[config.mk]
export PLATFORM = sky130hd
export DESIGN_NAME = pi_disciplined_tick_period_top
export DESIGN_NICKNAME = d
export VERILOG_FILES = /design/src/hdl/pdtp_pkg.sv /design/src/hdl/pdtp_ctrl.sv /design/src/hdl/pdtp_loop.sv /design/src/hdl/pi_disciplined_tick_period_top.sv
export SDC_FILE = /design/constraint.sdc
export NUM_CORES = 1
export LEC_CHECK = 0
export ABC_AREA = 1
export BUFFER_PORTS_ARGS = -buffer_cell sky130_fd_sc_hd__buf_2
export CAP_MARGIN = 20
export CORE_ASPECT_RATIO = 0.75
export CORE_MARGIN = 4
export CORE_UTILIZATION = 25
export CTS_BUF_LIST = sky130_fd_sc_hd__clkbuf_16
export DETAILED_ROUTE_END_ITERATION = 10
export GPL_TIMING_DRIVEN = 0
export PLACE_DENSITY = 0.38
export SETUP_SLACK_MARGIN = 0.15
export SLEW_MARGIN = 0
export SYNTH_ARGS = -nofsm -noshare
export SYNTH_HDL_FRONTEND = slang
export SYNTH_SLANG_ARGS = --single-unit
export TNS_END_PERCENT = 1
[constraint.sdc]
create_clock -name i_clk -period 12.4 [get_ports i_clk]
set_input_delay 0 -clock i_clk [delete_from_list [all_inputs] [get_ports i_clk]]
set_output_delay 0 -clock i_clk [all_outputs]
set_load 0.01 [all_outputs]
[src/hdl/pdtp_pkg.sv]
// ----------------------------------------------------------------------------
// pdtp_pkg: shared types and constants of the disciplined tick period block
// Field widths, register indexes, event codes and loop filter limits.
// ----------------------------------------------------------------------------
package pdtp_pkg;

    // Field widths
    localparam int COUNT_W    = 24;  // tick_count
    localparam int PERIOD_W   = 24;  // period_ticks and period register
    localparam int NOM_W      = 16;  // nominal_period
    localparam int BLANK_W    = 8;   // blank_periods and blank counter
    localparam int SUM_W      = 32;  // integral accumulator
    localparam int CFG_IDX_W  = 8;
    localparam int CFG_DATA_W = 16;

    // Upper saturation bound of the new period is 2^COUNT_BITS - 1
    localparam int COUNT_BITS = 24;

    // Width of the signed new-period sum, wide enough for COUNT_BITS up to 32
    localparam int NP_W = 34;
    localparam logic signed [NP_W-1:0] NP_MAX = NP_W'((64'd1 << COUNT_BITS) - 64'd1);
    localparam logic signed [NP_W-1:0] NP_MIN = NP_W'(1);

    localparam logic [SUM_W-1:0] SUM_POS_MAX = {1'b0, {(SUM_W-1){1'b1}}};
    localparam logic [SUM_W-1:0] SUM_NEG_MAX = {1'b1, {(SUM_W-1){1'b0}}};

    // Reset values of the configuration registers
    localparam logic [NOM_W-1:0]   NOMINAL_RESET = NOM_W'(327);
    localparam logic [BLANK_W-1:0] BLANK_RESET   = BLANK_W'(28);

    // Configuration register indexes
    typedef enum logic [CFG_IDX_W-1:0] {
        REG_NOMINAL_PERIOD = 8'd0,
        REG_BLANK_PERIODS  = 8'd1
    } t_reg_idx;

    // Event kinds
    typedef enum logic {
        EV_EDGE       = 1'b0,
        EV_PERIOD_END = 1'b1
    } t_event;

    // Control results from the qualifier to the loop filter and result stage
    typedef struct packed {
        logic fire;        // edge qualified, run the loop
        logic blanking;    // blank counter nonzero after this request
        logic tick_pulse;  // request was a period end
    } t_ctrl;

endpackage

[src/hdl/pdtp_ctrl.sv]
// ----------------------------------------------------------------------------
// pdtp_ctrl: edge qualifier and blanking control
// Holds the edge-taken flag and blank counter, qualifies external edges.
// ----------------------------------------------------------------------------
module pdtp_ctrl (
    input  logic                         i_clk,
    input  logic                         i_rst_n,
    input  logic                         i_step,
    input  logic                         i_req_type,
    input  logic [pdtp_pkg::COUNT_W-1:0] i_tick_count,
    input  logic [pdtp_pkg::NOM_W-1:0]   i_nominal,
    input  logic [pdtp_pkg::BLANK_W-1:0] i_blank_periods,
    output pdtp_pkg::t_ctrl              o_ctrl
);

    logic                         r_edge_taken;
    logic                         n_edge_taken;
    logic [pdtp_pkg::BLANK_W-1:0] r_blank;
    logic [pdtp_pkg::BLANK_W-1:0] n_blank;
    logic [pdtp_pkg::NOM_W+1:0]   w_hi;
    logic [pdtp_pkg::NOM_W-1:0]   w_lo;
    logic                         w_in_window;
    logic                         w_is_edge;

    // Acceptance window: nominal/4 .. nominal*3/4
    assign w_hi        = ({2'b00, i_nominal} + {1'b0, i_nominal, 1'b0}) >> 2;
    assign w_lo        = i_nominal >> 2;
    assign w_in_window = (i_tick_count >= pdtp_pkg::COUNT_W'(w_lo)) &&
                         (i_tick_count <= pdtp_pkg::COUNT_W'(w_hi));
    assign w_is_edge   = (i_req_type == pdtp_pkg::EV_EDGE);

    always_comb begin
        n_edge_taken = r_edge_taken;
        n_blank      = r_blank;
        o_ctrl.fire  = 1'b0;
        if (w_is_edge) begin
            if (!r_edge_taken && w_in_window && (r_blank == '0)) begin
                o_ctrl.fire  = 1'b1;
                n_edge_taken = 1'b1;
            end
        end else begin
            // Count down blanking, or start it after a period with no edge
            if (r_blank != '0) begin
                n_blank = r_blank - 1'b1;
            end else if (!r_edge_taken) begin
                n_blank = i_blank_periods;
            end
            n_edge_taken = 1'b0;
        end
        o_ctrl.blanking   = (n_blank != '0);
        o_ctrl.tick_pulse = !w_is_edge;
    end

    always_ff @(posedge i_clk) begin
        if (!i_rst_n) begin
            r_edge_taken <= 1'b0;
            r_blank      <= '0;
        end else if (i_step) begin
            r_edge_taken <= n_edge_taken;
            r_blank      <= n_blank;
        end
    end

endmodule

[src/hdl/pdtp_loop.sv]
// ----------------------------------------------------------------------------
// pdtp_loop: PI loop filter
// Holds the integral sum and the period register, computes the new period.
// ----------------------------------------------------------------------------
module pdtp_loop (
    input  logic                          i_clk,
    input  logic                          i_rst_n,
    input  logic                          i_step,
    input  logic                          i_fire,
    input  logic [pdtp_pkg::COUNT_W-1:0]  i_tick_count,
    input  logic [pdtp_pkg::NOM_W-1:0]    i_nominal,
    output logic [pdtp_pkg::PERIOD_W-1:0] o_period
);

    logic [pdtp_pkg::SUM_W-1:0]       r_sum;
    logic [pdtp_pkg::SUM_W-1:0]       n_sum;
    logic [pdtp_pkg::PERIOD_W-1:0]    r_period;
    logic [pdtp_pkg::PERIOD_W-1:0]    n_period;

    logic signed [26:0]               w_diff;      // 2*count - period
    logic signed [33:0]               w_err;       // 64 * w_diff
    logic signed [33:0]               w_sum_raw;
    logic signed [32:0]               w_sum_bias;
    logic signed [23:0]               w_q;         // sum / 512
    logic signed [28:0]               w_corr_pre;  // err/32 + sum/512
    logic signed [28:0]               w_corr_bias;
    logic signed [21:0]               w_corr;      // (...) / 128
    logic signed [pdtp_pkg::NP_W-1:0] w_np;

    always_comb begin
        w_diff    = $signed({2'b00, i_tick_count, 1'b0}) - $signed({3'b000, r_period});
        w_err     = $signed({w_diff[26], w_diff, 6'b000000});
        w_sum_raw = $signed({{2{r_sum[31]}}, r_sum}) + w_err;

        // Saturate the sum to the signed 32-bit range
        if ((w_sum_raw[33:31] == 3'b000) || (w_sum_raw[33:31] == 3'b111)) begin
            n_sum = w_sum_raw[31:0];
        end else if (w_sum_raw[33]) begin
            n_sum = pdtp_pkg::SUM_NEG_MAX;
        end else begin
            n_sum = pdtp_pkg::SUM_POS_MAX;
        end

        // Divisions truncate toward zero: bias negative values before the shift
        w_sum_bias  = $signed({n_sum[31], n_sum}) + (n_sum[31] ? 33'sd511 : 33'sd0);
        w_q         = w_sum_bias[32:9];
        // err/32 is exactly 2*w_diff
        w_corr_pre  = $signed({w_diff[26], w_diff, 1'b0}) + $signed({{5{w_q[23]}}, w_q});
        w_corr_bias = w_corr_pre + (w_corr_pre[28] ? 29'sd127 : 29'sd0);
        w_corr      = w_corr_bias[28:7];

        w_np = $signed({{(pdtp_pkg::NP_W - pdtp_pkg::NOM_W){1'b0}}, i_nominal}) +
               $signed({{(pdtp_pkg::NP_W - 22){w_corr[21]}}, w_corr});

        if (w_np < pdtp_pkg::NP_MIN) begin
            n_period = pdtp_pkg::PERIOD_W'(pdtp_pkg::NP_MIN);
        end else if (w_np > pdtp_pkg::NP_MAX) begin
            n_period = pdtp_pkg::PERIOD_W'(pdtp_pkg::NP_MAX);
        end else begin
            n_period = w_np[pdtp_pkg::PERIOD_W-1:0];
        end
    end

    assign o_period = i_fire ? n_period : r_period;

    always_ff @(posedge i_clk) begin
        if (!i_rst_n) begin
            r_sum    <= '0;
            r_period <= pdtp_pkg::PERIOD_W'(pdtp_pkg::NOMINAL_RESET);
        end else if (i_step && i_fire) begin
            r_sum    <= n_sum;
            r_period <= n_period;
        end
    end

endmodule

[src/hdl/pi_disciplined_tick_period_top.sv]
// ----------------------------------------------------------------------------
// pi_disciplined_tick_period_top: PI-disciplined local tick period
// Locks a local tick period to an external clock with a PI loop filter.
// ----------------------------------------------------------------------------
// Usage:
//   Request channel (i_in_valid / o_in_ready) carries one event: i_req_type
//   selects an external clock edge or a local period end, i_tick_count is the
//   tick counter value at the event. Every request gives exactly one result on
//   the result channel (o_out_valid / i_out_ready): the period after the event,
//   whether the edge updated the loop, the blanking state, and the tick pulse.
//   Configuration writes (i_cfg_valid / o_cfg_ready, always ready) set the
//   nominal period (index 0) and the blanking length (index 1); other indexes
//   are dropped. Write them only while no request is in flight.
//   A request is first captured in the input register; it is evaluated from
//   there and its result is shown once it is loaded into the result register.
//   Throughput: one request per cycle unless the receiver stalls. The
//   input register feeds a single pass of shifts and adds into the result
//   register; qualifier and loop filter state update in that same cycle.
//   When the receiver stalls, the result register holds and one more request
//   waits in the input register; o_in_ready then drops until the result moves.
//   Reset clears the integral sum, the edge flag and the blank counter, and
//   loads the nominal period (327) and blanking length (28) defaults.
// ----------------------------------------------------------------------------
module pi_disciplined_tick_period_top (
    input  logic                             i_clk,
    input  logic                             i_rst_n,
    // Request channel
    input  logic                             i_in_valid,
    output logic                             o_in_ready,
    input  logic                             i_req_type,
    input  logic [pdtp_pkg::COUNT_W-1:0]     i_tick_count,
    // Result channel
    output logic                             o_out_valid,
    input  logic                             i_out_ready,
    output logic [pdtp_pkg::PERIOD_W-1:0]    o_period_ticks,
    output logic                             o_edge_accepted,
    output logic                             o_blanking,
    output logic                             o_tick_pulse,
    // Configuration write channel
    input  logic                             i_cfg_valid,
    output logic                             o_cfg_ready,
    input  logic [pdtp_pkg::CFG_IDX_W-1:0]   i_cfg_index,
    input  logic [pdtp_pkg::CFG_DATA_W-1:0]  i_cfg_data
);

    // Configuration registers
    logic [pdtp_pkg::NOM_W-1:0]    r_nominal;
    logic [pdtp_pkg::BLANK_W-1:0]  r_blank_periods;

    // Input register
    logic                          r_in_valid;
    logic                          r_req_type;
    logic [pdtp_pkg::COUNT_W-1:0]  r_tick_count;

    // Result register
    logic                          r_out_valid;
    logic [pdtp_pkg::PERIOD_W-1:0] r_period_ticks;
    logic                          r_edge_accepted;
    logic                          r_blanking;
    logic                          r_tick_pulse;

    logic                          w_step;
    pdtp_pkg::t_ctrl               w_ctrl;
    logic [pdtp_pkg::PERIOD_W-1:0] w_period;

    // Advance the held request whenever the result register is free or draining
    assign w_step      = r_in_valid && (!r_out_valid || i_out_ready);
    assign o_in_ready  = !r_in_valid || w_step;
    assign o_cfg_ready = 1'b1;

    always_ff @(posedge i_clk) begin
        if (!i_rst_n) begin
            r_nominal       <= pdtp_pkg::NOMINAL_RESET;
            r_blank_periods <= pdtp_pkg::BLANK_RESET;
        end else if (i_cfg_valid) begin
            case (i_cfg_index)
                pdtp_pkg::REG_NOMINAL_PERIOD: r_nominal       <= i_cfg_data;
                pdtp_pkg::REG_BLANK_PERIODS:  r_blank_periods <= i_cfg_data[pdtp_pkg::BLANK_W-1:0];
                default: ;  // drop writes to unknown indexes
            endcase
        end
    end

    // Input register: control
    always_ff @(posedge i_clk) begin
        if (!i_rst_n) begin
            r_in_valid <= 1'b0;
        end else if (o_in_ready) begin
            r_in_valid <= i_in_valid;
        end
    end

    // Input register: payload
    always_ff @(posedge i_clk) begin
        if (o_in_ready && i_in_valid) begin
            r_req_type   <= i_req_type;
            r_tick_count <= i_tick_count;
        end
    end

    pdtp_ctrl u_ctrl (
        .i_clk           (i_clk),
        .i_rst_n         (i_rst_n),
        .i_step          (w_step),
        .i_req_type      (r_req_type),
        .i_tick_count    (r_tick_count),
        .i_nominal       (r_nominal),
        .i_blank_periods (r_blank_periods),
        .o_ctrl          (w_ctrl)
    );

    pdtp_loop u_loop (
        .i_clk        (i_clk),
        .i_rst_n      (i_rst_n),
        .i_step       (w_step),
        .i_fire       (w_ctrl.fire),
        .i_tick_count (r_tick_count),
        .i_nominal    (r_nominal),
        .o_period     (w_period)
    );

    // Result register: control
    always_ff @(posedge i_clk) begin
        if (!i_rst_n) begin
            r_out_valid <= 1'b0;
        end else if (w_step) begin
            r_out_valid <= 1'b1;
        end else if (i_out_ready) begin
            r_out_valid <= 1'b0;
        end
    end

    // Result register: payload
    always_ff @(posedge i_clk) begin
        if (w_step) begin
            r_period_ticks  <= w_period;
            r_edge_accepted <= w_ctrl.fire;
            r_blanking      <= w_ctrl.blanking;
            r_tick_pulse    <= w_ctrl.tick_pulse;
        end
    end

    assign o_out_valid     = r_out_valid;
    assign o_period_ticks  = r_period_ticks;
    assign o_edge_accepted = r_edge_accepted;
    assign o_blanking      = r_blanking;
    assign o_tick_pulse    = r_tick_pulse;

    // An event is either an accepted edge or a period end, never both
    a_accept_excl_tick: assert property (@(posedge i_clk) disable iff (!i_rst_n)
        o_out_valid |-> !(o_edge_accepted && o_tick_pulse))
        else $error("edge accepted on a period end result");

    // The disciplined period never reaches zero
    a_period_nonzero: assert property (@(posedge i_clk) disable iff (!i_rst_n)
        o_out_valid |-> (o_period_ticks != '0))
        else $error("period register is zero");

    // Requests are refused only while a full pipeline is stalled
    a_ready_only_stalled: assert property (@(posedge i_clk) disable iff (!i_rst_n)
        !o_in_ready |-> (r_in_valid && r_out_valid && !i_out_ready))
        else $error("request refused without a stall");

    // A period end request always yields a tick pulse in the next result
    a_tick_follows: assert property (@(posedge i_clk) disable iff (!i_rst_n)
        (w_step && (r_req_type == pdtp_pkg::EV_PERIOD_END)) |=> (o_out_valid && o_tick_pulse))
        else $error("period end lost its tick pulse");

endmodule
Word level (Yosys, flattened, before mapping)
Cells that the tools add are included.
Word-level totals
  output and inout bits: 30
  logic and storage cells: 66
  register bits after elaboration: 143
Operators by class
  eq/ne operators: 2
  add/sub/neg operators: 8
  multiplexer cells: 16
  reductions and logical operators: 22
  $lt $le $gt $ge: 4
Operators by type and width (count)
  $mux W24: 3
  $mux W32: 2
  $gt A34 B25 Y1 const B: 1
  $lt A34 B2 Y1 const B: 1
  $add A32 B10 Y33: 1
  $add A32 B32 Y33: 1
  $add A29 B8 Y29: 1
  $add A27 B24 Y28: 1
  $sub A25 B24 Y26: 1
  $ge A24 B14 Y1: 1
  $le A24 B16 Y1: 1
  $mux W8: 3
  $add A17 B22 Y23: 1
  $add A16 B17 Y18: 1
  $logic_not A8 Y1: 2
  $reduce_bool A8 Y1: 2
  $mux W9: 1
  $eq A8 B1 Y1 const B: 1
  $sub A8 B1 Y8 const B: 1
  $mux W7: 1
  $logic_and A1 B1 Y1: 6
  $mux W1: 6
  $reduce_and A2 Y1: 3
  $reduce_bool A2 Y1: 2
  other kinds (4): 8

Logic depth before layout (Yosys ltp)
Gate-level depths: netlist of run 1.
  depth in word-level cells: 15
  mapped depth: 103

Hierarchy
From an unflattened synthesis of run 1, not the netlist that was laid out.
Second synthesis, totals
  cell total of the unflattened synthesis: 1956
  area total of the unflattened synthesis: 13566.8 um^2
Modules (own cells, without submodules)
  pdtp_loop: times used 1, cells each 1376, seq. area each 1101.1 um^2, area each 8574.5 um^2
  pi_disciplined_tick_period_top: times used 1, cells each 216, seq. area each 2082.0 um^2, area each 2745.1 um^2
  pdtp_ctrl: times used 1, cells each 364, seq. area each 180.2 um^2, area each 2247.2 um^2

Worst setup path before layout of run 1
Ideal clock, no wire load.
  kind: reg2reg
  from: reg r_tick_count[0] in the netlist's numbering
  to: reg r_period_ticks, in the netlist o_period_ticks[12] (data pin)
  library setup time: 264 ps
  arrival: 11116 ps
  slack: 1020 ps
  stages on the path, launching flop included: 98
  path through: edfxtp_1 fa_1 nand3_1 nand2_1 nand3_1 nand2_1 nand3_1 nand2_1 nand3_1 nand2_1 nand3_1 nand2_1 nand3_1 nand2_1 nand3_1 nand2_1 nand3_1 nand2_1 (+62 left out) a21oi_1 o21bai_1 nand2_1 a21oi_1 inv_1 nand2_1 a21oi_1 nor2_2 nand2_1 nand2_1 nand2_1 nand3_1 nor2_1 ha_1 clkinv_1 clkbuf_1 nand2_1 o21ai_0
On the way
  word-level cells in the longest chain between the ends: 15
  elaborated cells on any way between the ends: 25
Ends and longest elaborated chain
  start, declared: line pi_disciplined_tick_period_top.sv:53  | logic [pdtp_pkg::COUNT_W-1:0] r_tick_count;
  start signal, assigned: line pi_disciplined_tick_period_top.sv:97  | r_tick_count <= i_tick_count;
  $sub A25 B24 Y26 (*): line pdtp_loop.sv:31  | w_diff = $signed({2'b00, i_tick_count, 1'b0}) - $signed({3'b000, r_period});
  $add A32 B32 Y33 (*): line pdtp_loop.sv:33  | w_sum_raw = $signed({{2{r_sum[31]}}, r_sum}) + w_err;
  $eq A3 B3 Y1 or $logic_not A3 Y1 (tied branches): line pdtp_loop.sv:36  | if ((w_sum_raw[33:31] == 3'b000) || (w_sum_raw[33:31] == 3'b111)) begin
  $logic_or A1 B1 Y1: line pdtp_loop.sv:36
  $mux W32 (*): line pdtp_loop.sv:36
  via u_loop.n_sum, one bit: line pdtp_loop.sv:16  | logic [pdtp_pkg::SUM_W-1:0] n_sum;
  $mux W9: line pdtp_loop.sv:45  | w_sum_bias = $signed({n_sum[31], n_sum}) + (n_sum[31] ? 33'sd511 : 33'sd0);
  $add A32 B10 Y33 (*): line pdtp_loop.sv:45
  $add A27 B24 Y28 (*): line pdtp_loop.sv:48  | w_corr_pre = $signed({w_diff[26], w_diff, 1'b0}) + $signed({{5{w_q[23]}}, w_q});
  $mux W7: line pdtp_loop.sv:49  | w_corr_bias = w_corr_pre + (w_corr_pre[28] ? 29'sd127 : 29'sd0);
  $add A29 B8 Y29 (*): line pdtp_loop.sv:49
  $add A17 B22 Y23 (*): line pdtp_loop.sv:52  | w_np = $signed({{(pdtp_pkg::NP_W - pdtp_pkg::NOM_W){1'b0}}, i_nominal}) +
  $gt A34 B25 Y1: line pdtp_loop.sv:57  | end else if (w_np > pdtp_pkg::NP_MAX) begin
  $mux W24: line pdtp_loop.sv:57
  $mux W24 (*): line pdtp_loop.sv:55  | if (w_np < pdtp_pkg::NP_MIN) begin
  $mux W24 (*): line pdtp_loop.sv:64  | assign o_period = i_fire ? n_period : r_period;
  via u_loop.o_period, one bit: line pdtp_loop.sv:12  | output logic [pdtp_pkg::PERIOD_W-1:0] o_period
  end signal, assigned: line pi_disciplined_tick_period_top.sv:136  | r_period_ticks <= w_period;
  end, declared: line pi_disciplined_tick_period_top.sv:57  | logic [pdtp_pkg::PERIOD_W-1:0] r_period_ticks;
Mark *: on every way through the listed nets, which the timed path passes. The rest lies on a longest branch.
A chain may end at the register's enable or synchronous reset.

Final worst setup path of run 1
  from: reg r_tick_count[0] in the netlist's numbering
  to: reg r_period_ticks, in the netlist o_period_ticks[1] (data pin)
On the way
  elaborated cells on any way between the ends: 25
RTL lines (line)
  $sub A25 B24 Y26 (*): pdtp_loop.sv:31
  $add A32 B32 Y33 (*): pdtp_loop.sv:33
  $eq A3 B3 Y1 or $logic_not A3 Y1 (tied branches): pdtp_loop.sv:36
  $logic_or A1 B1 Y1: pdtp_loop.sv:36
  $mux W32 (*): pdtp_loop.sv:36
  via u_loop.n_sum, one bit: pdtp_loop.sv:16
  $add A32 B10 Y33 (*): pdtp_loop.sv:45
  $add A27 B24 Y28 (*): pdtp_loop.sv:48
  $mux W7: pdtp_loop.sv:49
  $add A29 B8 Y29 (*): pdtp_loop.sv:49
  $add A17 B22 Y23 (*): pdtp_loop.sv:52
  $gt A34 B25 Y1: pdtp_loop.sv:57
  $mux W24: pdtp_loop.sv:57
  $mux W24 (*): pdtp_loop.sv:55
  $mux W24 (*): pdtp_loop.sv:64
  via u_loop.o_period, one bit: pdtp_loop.sv:12
Marked as above.

==> results.tsv, run 1 <==
metric	value	unit
die area	56900	µm²
min Tclk post-route	12250	ps
Initial Util	0.255	
largest net degree at the start of global routing	22	
Post-Route WL	55100	µm
die width	274	µm
Pwr Total	0.00252	W
CTS tree	built	
xor/xnor share of the synthesized area	0.0768	
Hold Path Origin	i_cfg_valid	
antenna viol nets, final	0	
drt via density	4.84	
sequential share of the synthesized area	0.251	
adder-cell share of the synthesized area	0.148	
CTS Buf Count	17	
H-tree levels	4	
Final setup viols	0	
Layout area overhead	38.4	%
RSZ-0062 raised after global routing	true	
DR vias	14000	
path depth of the worst reg2reg path	86	
Arrival @ worst endpoint	12440	ps
Slew Limit Headroom	0.322	
row count	72	
detailed placement HPWL	43500	µm
Async S/R FF share, synth	0	
final setup margin	152	ps
worst path required time	12600	ps
share of cells above drive strength 1	0.267	
Final #Nets	2380	
critical path depth	86	
clk_lat worst skew	470	ps
LEAKAGE	8.21	nW
worst min path class	input pin to register	
CP peak stage delay	500	ps
clk slew on worst S/H paths	80	ps
CTS root buf	clkbuf_16	
Post-Layout Inst Area	18400	µm²
Residual DRC	0	
Final Slew Violations	0	
vias in the first global route	13100	
placed cell areas	14600	µm²
reg2reg end	o_period_ticks[1]	
Setup crit start kind	register	
GRT overflow	0	
Synth Net Count	2102	
Synth Cell Area	13300	µm²
Final Hold Fails	0	
DR pass1 iterations	6	
Max rail drop VDD	0.112	mV
GR Util All Layers	0.189	
family with the most delay on the worst path	simple AND/OR/NAND/NOR gates	
gp weighted congestion	0.849	
most used cell, CP	buf_4	
DP Worst Slack	-3610	ps
clk_skew	19.7	ps
fmax	0.0816	GHz
Buffers & Inverters on Critical Path	20	
Max FO, Critical Path	6	
syn avg cell area	7.01	µm²
Most used DFF post-synth	dfxtp_1	
post-synthesis simple-gate area fraction	0.254	
number of flops mapped to enable cells by yosys	51	
critical path's slowest cell	edfxtp_1	
Worst Setup Path Type	register to register	
I/O Buffers	81	
# diodes	0	
I/O pin count	84	
worst slew pin tran	1020	ps
Period Utilization, post-route	0.988	
startpoint of the worst-slack reg-to-reg timing path	r_tick_count[0]	
hold-critical path depth	3	
combinational family with the most area after synthesis	simple AND/OR/NAND/NOR gates	
post-synthesis register bit count	141	
Post-Synthesis Cells	1894	
Ys Warns	0	
clock sinks	141	
clock buffer depth	2	
Setup crit end kind	register	
Iteration-0 DRC Markers	1063	
max_cap viols	0	
distinct cell type count after synthesis	61	
Fill cells	5598	
FF-to-FF setup slack	150	ps
CORE AREA	52100	µm²
mux share of post-synthesis cell area	0	
Hold EP	r_blank_periods[2]	
Die Ht	208	µm
status	completed	
initial antenna violation count	0	
setup TNS	0	ps
first-pass GRT wire length	81600	µm
Synth Area in Compound Gates	0.187	
Power Dens Cells	137	nW/µm²
average wire per standard cell	19.1	µm
-- state kept, by name, indices dropped and copies added (netlist names) --
| register | count |
|---|---|
| r_blank_periods | 8 |
| r_in_valid | 1 |
| o_blanking | 1 |
| o_period_ticks | 23 |
| u_ctrl.r_edge_taken | 1 |
| u_loop.r_period | 23 |
| o_edge_accepted | 1 |
| r_tick_count | 24 |
| r_nominal | 16 |
| r_req_type | 1 |
| o_tick_pulse | 1 |
| u_ctrl.r_blank | 8 |
| o_out_valid | 1 |
| u_loop.r_sum | 32 |
-- per-layer routing --
metal | GRT usage | up-vias | routed length [µm]
li1 | - | 6944 | -
met1 | 0.308 | 6624 | 29800
met2 | 0.258 | 362 | 21500
met3 | 0.0328 | 37 | 3080
met4 | 0.0330 | 0 | 669
met5 | 0 | - | 0
-- report_power, final --
group | leakage [nW] | switching [W] | internal [W] | total, W
clock | 0.315 | 0.000264 | 0.000320 | 0.000584
sequential | 1.20 | 0.00000982 | 0.000490 | 0.000499
combinational | 6.69 | 0.000884 | 0.000556 | 0.00144
total | 8.21 | 0.00116 | 0.00137 | 0.00252
-- cells in the final DEF (no fill, tap or decap), drive strengths merged, types with 46 or more instances in the layout --
master  count
ha        149
a21oi     211
xor2       83
edfxtp     51
clkbuf     46
nand2     410
o21ai     144
inv       257
nor2      164
dfxtp      90
buf       222
nand3     103
-- what timing repair did --
action,4_1_cts,5_1_grt
hold buffers,43,0
setup endpoints to repair,46,46
pin swaps,92,101
resized for setup,244,121
cloned,2,0
hold endpoints to repair,48,0
buffers inserted,103,27
-- stage by stage --
stage,hold slack (ps),utilization,std cells
2_1_floorplan,98.9,-,1894
3_3_place_gp,177,0.280,2678
3_5_place_dp,178,0.281,2681
4_1_cts,22.8,0.338,2861
5_1_grt,70.8,0.353,2888
6_report,61.2,0.353,2888
-- Yosys cell counts, types with 18 or more instances --
| master | n | area share |
|---|---|---|
| nand2_2 | 24 | 0.011 |
| ha_1 | 149 | 0.14 |
| dfxtp_1 | 90 | 0.14 |
| nor3_1 | 18 | 0.0068 |
| nor2_1 | 146 | 0.041 |
| xor2_1 | 80 | 0.053 |
| inv_1 | 237 | 0.067 |
| a21oi_1 | 203 | 0.077 |
| nand2_1 | 380 | 0.11 |
| xnor2_1 | 29 | 0.019 |
| nand3_1 | 95 | 0.036 |
| edfxtp_1 | 51 | 0.12 |
| nand4_1 | 26 | 0.012 |
| clkbuf_1 | 27 | 0.0076 |
| o21ai_0 | 132 | 0.050 |
-- how the worst max path moves through the flow --
stage                    startpoint                  to  slack, ps
detailed placement  r_tick_count[1]  o_period_ticks[12]      -3610
finish              r_tick_count[0]   o_period_ticks[1]        150
global route        r_tick_count[0]   o_period_ticks[1]       -470
floorplan           r_tick_count[0]  o_period_ticks[12]       1020
CTS                 r_tick_count[1]   o_period_ticks[1]         70
global placement    r_tick_count[1]  o_period_ticks[12]      -3620
-- final cells by class --
type | instances | area [µm²] | area share
Buffer | 35 | 215 | 0.0117
Clock buffer | 18 | 450 | 0.0245
Clock inverter | 14 | 191 | 0.0104
Inverter | 253 | 985 | 0.0536
Multi-Input combinational cell | 1465 | 10400 | 0.565
Sequential cell | 141 | 3330 | 0.181
Tap cell | 703 | 880 | 0.0479
Timing Repair Buffer | 258 | 1920 | 0.105
Timing Repair inverter | 1 | 8.76 | 0.000477
-- cells by family after synthesis --
group	after synthesis
and+or+nand+nor	753
AOI/OAI and AO/OA	444
buffers and inverters	288
adders and majority gates	154
DFF	141
xor gates and xnor gates	113
other	1
-- tightest hold or removal path, cell delays in order --
cell	delay (ps)
buf_2	110
nand3_1	240
o211ai_1	120
Power figures use the tool's default switching activity.
==> run 2, diff against run 1 <==
--- a/config.mk
+++ b/config.mk
@@ -15,6 +15,7 @@
 export DETAILED_ROUTE_END_ITERATION = 10
 export GPL_TIMING_DRIVEN = 0
 export PLACE_DENSITY = 0.38
+export RECOVER_POWER = 25
 export SETUP_SLACK_MARGIN = 0.15
 export SLEW_MARGIN = 0
 export SYNTH_ARGS = -nofsm -noshare
==> results.tsv, run 2 (synthesis gave the netlist of run 1 again) <==
metric	value	unit	change
Max rail drop VDD	0.112	mV	about the same
worst path required time	12600	ps	about the same
setup TNS	0	ps	unchanged
Worst Setup Path Type	register to register		unchanged
# diodes	0		unchanged
status	completed		unchanged
sequential power share	0.198		about the same
I/O pin count	84		unchanged
Post-Layout Inst Area	18400	µm²	about the same
Hold Path Origin	i_cfg_valid		unchanged
flip-flop and latch area	3330	µm²	unchanged
CTS Buf Count	17		unchanged
Psw	0.00116	W	about the same
FF-to-FF setup slack	150	ps	about the same
H-tree levels	4		unchanged
clock buffer depth	2		unchanged
worst slew pin tran	1020	ps	about the same
detailed placement HPWL	43500	µm	unchanged
DR vias	14000		about the same
Hold EP	r_nominal[15]		was r_blank_periods[2]
CORE AREA	52100	µm²	unchanged
Residual DRC	0		unchanged
largest net degree at the start of global routing	22		unchanged
Final #Nets	2380		unchanged
Cell Int Power	0.00137	W	about the same
first-pass GRT wire length	81600	µm	unchanged
max_cap viols	0		unchanged
worst min path class	input pin to register		unchanged
average wire per standard cell	19.1	µm	about the same
startpoint of the worst-slack reg-to-reg timing path	r_tick_count[0]		unchanged
Iteration-0 DRC Markers	1059		was 1063
LEAKAGE	8.16	nW	was 8.21 nW
CP peak stage delay	500	ps	about the same
GR Util All Layers	0.189		unchanged
I/O Buffers	81		unchanged
Initial Util	0.255		unchanged
Layout area overhead	38.2	%	was 38.4%
Final Hold Fails	0		unchanged
Largest regs	u_loop.r_sum (32), r_tick_count (24)		unchanged
DP Worst Slack	-3610	ps	unchanged
die area	56900	µm²	unchanged
drt via density	4.84		about the same
CTS root buf	clkbuf_16		unchanged
Setup crit start kind	register		unchanged
final setup margin	152	ps	about the same
most used cell, CP	buf_4		unchanged
Hold WS	58.6	ps	was 61.2 ps
min Tclk post-route	12250	ps	about the same
Multi-input gate area	10400	µm²	unchanged
clock sinks	141		unchanged
die width	274	µm	unchanged
Final setup viols	0		unchanged
hold-critical path depth	4		was 3
Period Utilization, post-route	0.988		about the same
DR pass1 iterations	8		was 6
Buffers & Inverters on Critical Path	20		unchanged
reg2reg end	o_period_ticks[1]		unchanged
family with the most delay on the worst path	simple AND/OR/NAND/NOR gates		unchanged
Setup crit end kind	register		unchanged
combinational power share	0.570		was 0.571
antenna viol nets, final	0		unchanged
placed cell areas	14600	µm²	unchanged
Final Slew Violations	0		unchanged
clk_lat worst skew	470	ps	about the same
RSZ-0062 raised after global routing	true		unchanged
initial antenna violation count	0		unchanged
Power Dens Cells	137	nW/µm²	about the same
CTS tree	built		unchanged
most common cell after layout, fill and taps aside	nand2_1		unchanged
clk slew on worst S/H paths	80	ps	about the same
switching part of the total	0.459		about the same
Arrival @ worst endpoint	12440	ps	about the same
Clk pwr share	0.232		was 0.231
clk_skew	20.2	ps	was 19.7 ps
gp weighted congestion	0.849		unchanged
Post-Route WL	55100	µm	about the same
Fill cells	5611		was 5598
fin cells	2888		unchanged
Slew Limit Headroom	0.317		was 0.322
share of cells above drive strength 1	0.258		was 0.267
placed instance count	2681		unchanged
fmax	0.0816	GHz	about the same
Die Ht	208	µm	unchanged
path depth of the worst reg2reg path	86		unchanged
Reg with most FFs	u_loop.r_sum		unchanged
Max FO, Critical Path	6		unchanged
GRT overflow	0		unchanged
row count	72		unchanged
critical path's slowest cell	edfxtp_1		unchanged
vias in the first global route	13100		unchanged
most frequent cells in the layout	327 x nand2_1, 225 x inv_1, 178 x a21oi_1, 128 x buf_4, 122 x nor2_1		unchanged
max FFs per register	32		unchanged
==> run 2: metal layers <==
metal,share of wire,GRT usage,vias to the layer above
li1,-,-,6942
met1,0.54,0.308,6622
met2,0.39,0.258,373
met3,0.058,0.0328,39
met4,0.012,0.0330,0
met5,0,0,-
==> run 2: what timing repair did <==
action                                 4_1_cts  5_1_grt
gates resized for setup                    244      121
setup buffers                              103       27
pin swaps                                   92      101
setup endpoints to repair                   46       46
gates cloned                                 2        0
endpoints found under the hold margin       48        0
hold buffers                                43        0
==> run 2: worst register-to-register path: cells and delay by family, from the launching register on <==
family | cells | cell delay (ps)
compound gates | 9 | 1100
xor+xnor | 2 | 430
fa+ha+maj | 7 | 2080
buf+inv | 20 | 2180
flops | 1 | 500
simple gates | 48 | 5680
==> run 2: power by group through the flow <==
stage               logic [W]  clock network (W)  registers (W)
floorplan            0.000701                  0       0.000507
global route          0.00156           0.000613       0.000501
finish                0.00144           0.000584       0.000500
CTS                   0.00129           0.000597       0.000500
detailed placement   0.000990                  0       0.000510
global placement     0.000990                  0       0.000510
==> run 2: per-stage QoR <==
step / utilization / power [W]
finish: 0.353 / 0.00252
global route: 0.353 / 0.00267
CTS: 0.338 / 0.00238
detailed placement: 0.281 / 0.00150
global placement: 0.280 / 0.00150
floorplan: - / 0.00121
==> run 2: worst max-delay path by stage <==
stage	startpoint	end	slack [ps]	cells after the start
floorplan	r_tick_count[0]	o_period_ticks[12]	1020	97
global placement	r_tick_count[1]	o_period_ticks[12]	-3620	84
detailed placement	r_tick_count[1]	o_period_ticks[12]	-3610	84
CTS	r_tick_count[1]	o_period_ticks[1]	70	96
global route	r_tick_count[0]	o_period_ticks[1]	-470	84
finish	r_tick_count[0]	o_period_ticks[1]	150	86
==> run 2: final cells by class <==
class / instances / area share
timing repair buffer: 258 / 0.103
clock buffer: 18 / 0.0245
multi-input combinational: 1465 / 0.566
sequential: 141 / 0.182
inverter: 253 / 0.0536
tap: 703 / 0.0479
clock inverter: 14 / 0.0104
timing repair inverter: 1 / 0.000477
buffer: 35 / 0.0117
==> run 3, diff against run 2 <==
--- a/config.mk
+++ b/config.mk
@@ -16,6 +16,7 @@
 export GPL_TIMING_DRIVEN = 0
 export PLACE_DENSITY = 0.38
 export RECOVER_POWER = 25
+export REMOVE_ABC_BUFFERS = 1
 export SETUP_SLACK_MARGIN = 0.15
 export SLEW_MARGIN = 0
 export SYNTH_ARGS = -nofsm -noshare
==> results.tsv, run 3 (synthesis gave the netlist of run 1 again) <==
metric	value	unit	change
Power Dens Cells	136	nW/µm²	was 137 nW/µm²
Psw	0.00113	W	was 0.00116 W
CTS tree	built		unchanged
Fill cells	5623		was 5611
CTS Buf Count	17		unchanged
clock buffer depth	2		unchanged
drt via density	4.74		was 4.84
RSZ-0062 raised after global routing	true		unchanged
clock sinks	141		unchanged
LEAKAGE	8.11	nW	was 8.16 nW
DR vias	13500		was 14000
Largest regs	u_loop.r_sum (32), r_tick_count (24)		unchanged
critical path depth	87		was 86
Final Slew Violations	0		unchanged
Final setup viols	0		unchanged
DP Worst Slack	-3950	ps	was -3610 ps
largest net degree at the start of global routing	64		was 22
GR Util All Layers	0.175		was 0.189
clk slew on worst S/H paths	70	ps	was 80 ps
clk_skew	13.6	ps	was 20.2 ps
first-pass GRT wire length	77500	µm	was 81600 µm
fmax	0.0808	GHz	was 0.0816 GHz
switching part of the total	0.457		was 0.459
placed instance count	2650		was 2681
Layout area overhead	37.4	%	was 38.2%
initial antenna violation count	0		unchanged
CP peak stage delay	530	ps	was 500 ps
Max FO, Critical Path	8		was 6
Final #Nets	2342		was 2380
clk_lat worst skew	450	ps	was 470 ps
Worst Setup Path Type	register to register		unchanged
Final Hold Fails	0		unchanged
max_cap viols	0		unchanged
row count	72		unchanged
I/O Buffers	82		was 81
H-tree levels	4		unchanged
Period Utilization, post-route	0.999		was 0.988
Reg with most FFs	u_loop.r_sum		unchanged
Clk pwr share	0.224		was 0.232
CTS root buf	clkbuf_16		unchanged
average wire per standard cell	17.8	µm	was 19.1 µm
Cell Int Power	0.00134	W	was 0.00137 W
Post-Route WL	50800	µm	was 55100 µm
die width	274	µm	unchanged
Setup crit start kind	register		unchanged
Iteration-0 DRC Markers	830		was 1059
max FFs per register	32		unchanged
gp weighted congestion	0.853		was 0.849
Initial Util	0.255		unchanged
# diodes	0		unchanged
hold-critical path depth	4		unchanged
status	completed		unchanged
family with the most delay on the worst path	simple AND/OR/NAND/NOR gates		unchanged
Hold WS	45.2	ps	was 58.6 ps
Slew Limit Headroom	0.366		was 0.317
Residual DRC	0		unchanged
worst min path class	input pin to register		unchanged
worst path required time	12580	ps	was 12600 ps
final setup margin	17.1	ps	was 152 ps
min Tclk post-route	12380	ps	was 12250 ps
fin cells	2850		was 2888
Max rail drop VDD	0.0858	mV	was 0.112 mV
I/O pin count	84		unchanged
most frequent cells in the layout	323 x nand2_1, 223 x inv_1, 173 x a21oi_1, 121 x nor2_1, 121 x ha_1		was 327 x nand2_1, 225 x inv_1, 178 x a21oi_1, 128 x buf_4, 122 x nor2_1
Pwr Total	0.00248	W	was 0.00252 W
path depth of the worst reg2reg path	87		was 86
worst slew pin tran	948	ps	was 1020 ps
Setup crit end kind	register		unchanged
detailed placement HPWL	38200	µm	was 43500 µm
CORE AREA	52100	µm²	unchanged
Arrival @ worst endpoint	12560	ps	was 12440 ps
Post-Layout Inst Area	18200	µm²	was 18400 µm²
Die Ht	208	µm	unchanged
die area	56900	µm²	unchanged
DR pass1 iterations	5		was 8
most common cell after layout, fill and taps aside	nand2_1		unchanged
share of cells above drive strength 1	0.257		was 0.258
Buffers & Inverters on Critical Path	10		was 20
GRT overflow	0		unchanged
vias in the first global route	13000		was 13100
combinational power share	0.575		was 0.570
sequential power share	0.201		was 0.198
placed cell areas	14500	µm²	was 14600 µm²
critical path's slowest cell	edfxtp_1		unchanged
antenna viol nets, final	0		unchanged
run 3: changes by cell type in the layout (fill, tap and decap cells not counted), moves of 5 or more:
cell | before | now
xor2_2 | 16 | 11
a21oi_1 | 178 | 173
ha_1 | 114 | 121
clkbuf_1 | 46 | 18
buf_4 | 128 | 105
buf_6 | 6 | 11
run 3: worst reg2reg max path: cells and delay by family (launching register included):
| family | cells | cell delay [ps] |
|---|---|---|
| flip-flops | 1 | 530 |
| XOR/XNOR | 2 | 390 |
| buffers and inverters | 10 | 890 |
| AO/OA/AOI/OAI | 11 | 1570 |
| adder cells (fa/ha/maj) | 8 | 2240 |
| AND/OR/NAND/NOR | 56 | 6460 |
run 3: layout make-up:
cell class              count  area (µm²)  area share
multi-input cells        1466       10500       0.574
flip-flops and latches    141        3330       0.183
repair buffers            252        1910       0.105
inverters                 253         990      0.0543
well taps                 703         880      0.0482
clock buffers              20         500      0.0274
clock inverters            12         105     0.00576
repair inverters            3        48.8     0.00268
run 3: worst paths after layout:
kind	slack [ps]	startpoint	endpoint
max	20	r_tick_count[0]	o_period_ticks[13]
max reg2reg	20	r_tick_count[0]	o_period_ticks[13]
min reg2reg	480	u_loop.r_sum[21]	u_loop.r_sum[21]
min	50	i_cfg_valid	r_blank_periods[4]
run 3: stage by stage:
stage / util / setup TNS (ps)
after floorplan: - / 0
after global placement: 0.277 / -168840
after detailed placement: 0.279 / -160010
after CTS: 0.331 / -3940
after global routing: 0.350 / -24170
final: 0.350 / 0
run 3: power groups by stage:
stage          Sequential, W  Clock (W)  Combinational [W]
2_1_floorplan       0.000507          0           0.000696
4_1_cts             0.000499   0.000574            0.00120
5_1_grt             0.000500   0.000591            0.00155
6_report            0.000499   0.000555            0.00142
3_5_place_dp        0.000509          0           0.000962
3_3_place_gp        0.000510          0           0.000955
run 3: repair_timing:
| action | 4_1_cts | 5_1_grt |
|---|---|---|
| setup endpoints to repair | 46 | 46 |
| gates cloned | 4 | 0 |
| gates resized for setup | 223 | 143 |
| hold buffers | 47 | 0 |
| setup buffers | 76 | 41 |
| pin swaps | 99 | 128 |
| endpoints found under the hold margin | 51 | 0 |
run 3: per-layer routing:
metal  GRT usage  routed length (µm)
met1       0.285               28200
met2       0.247               20300
met3      0.0244                1910
met4      0.0234                 430
met5           0                   0
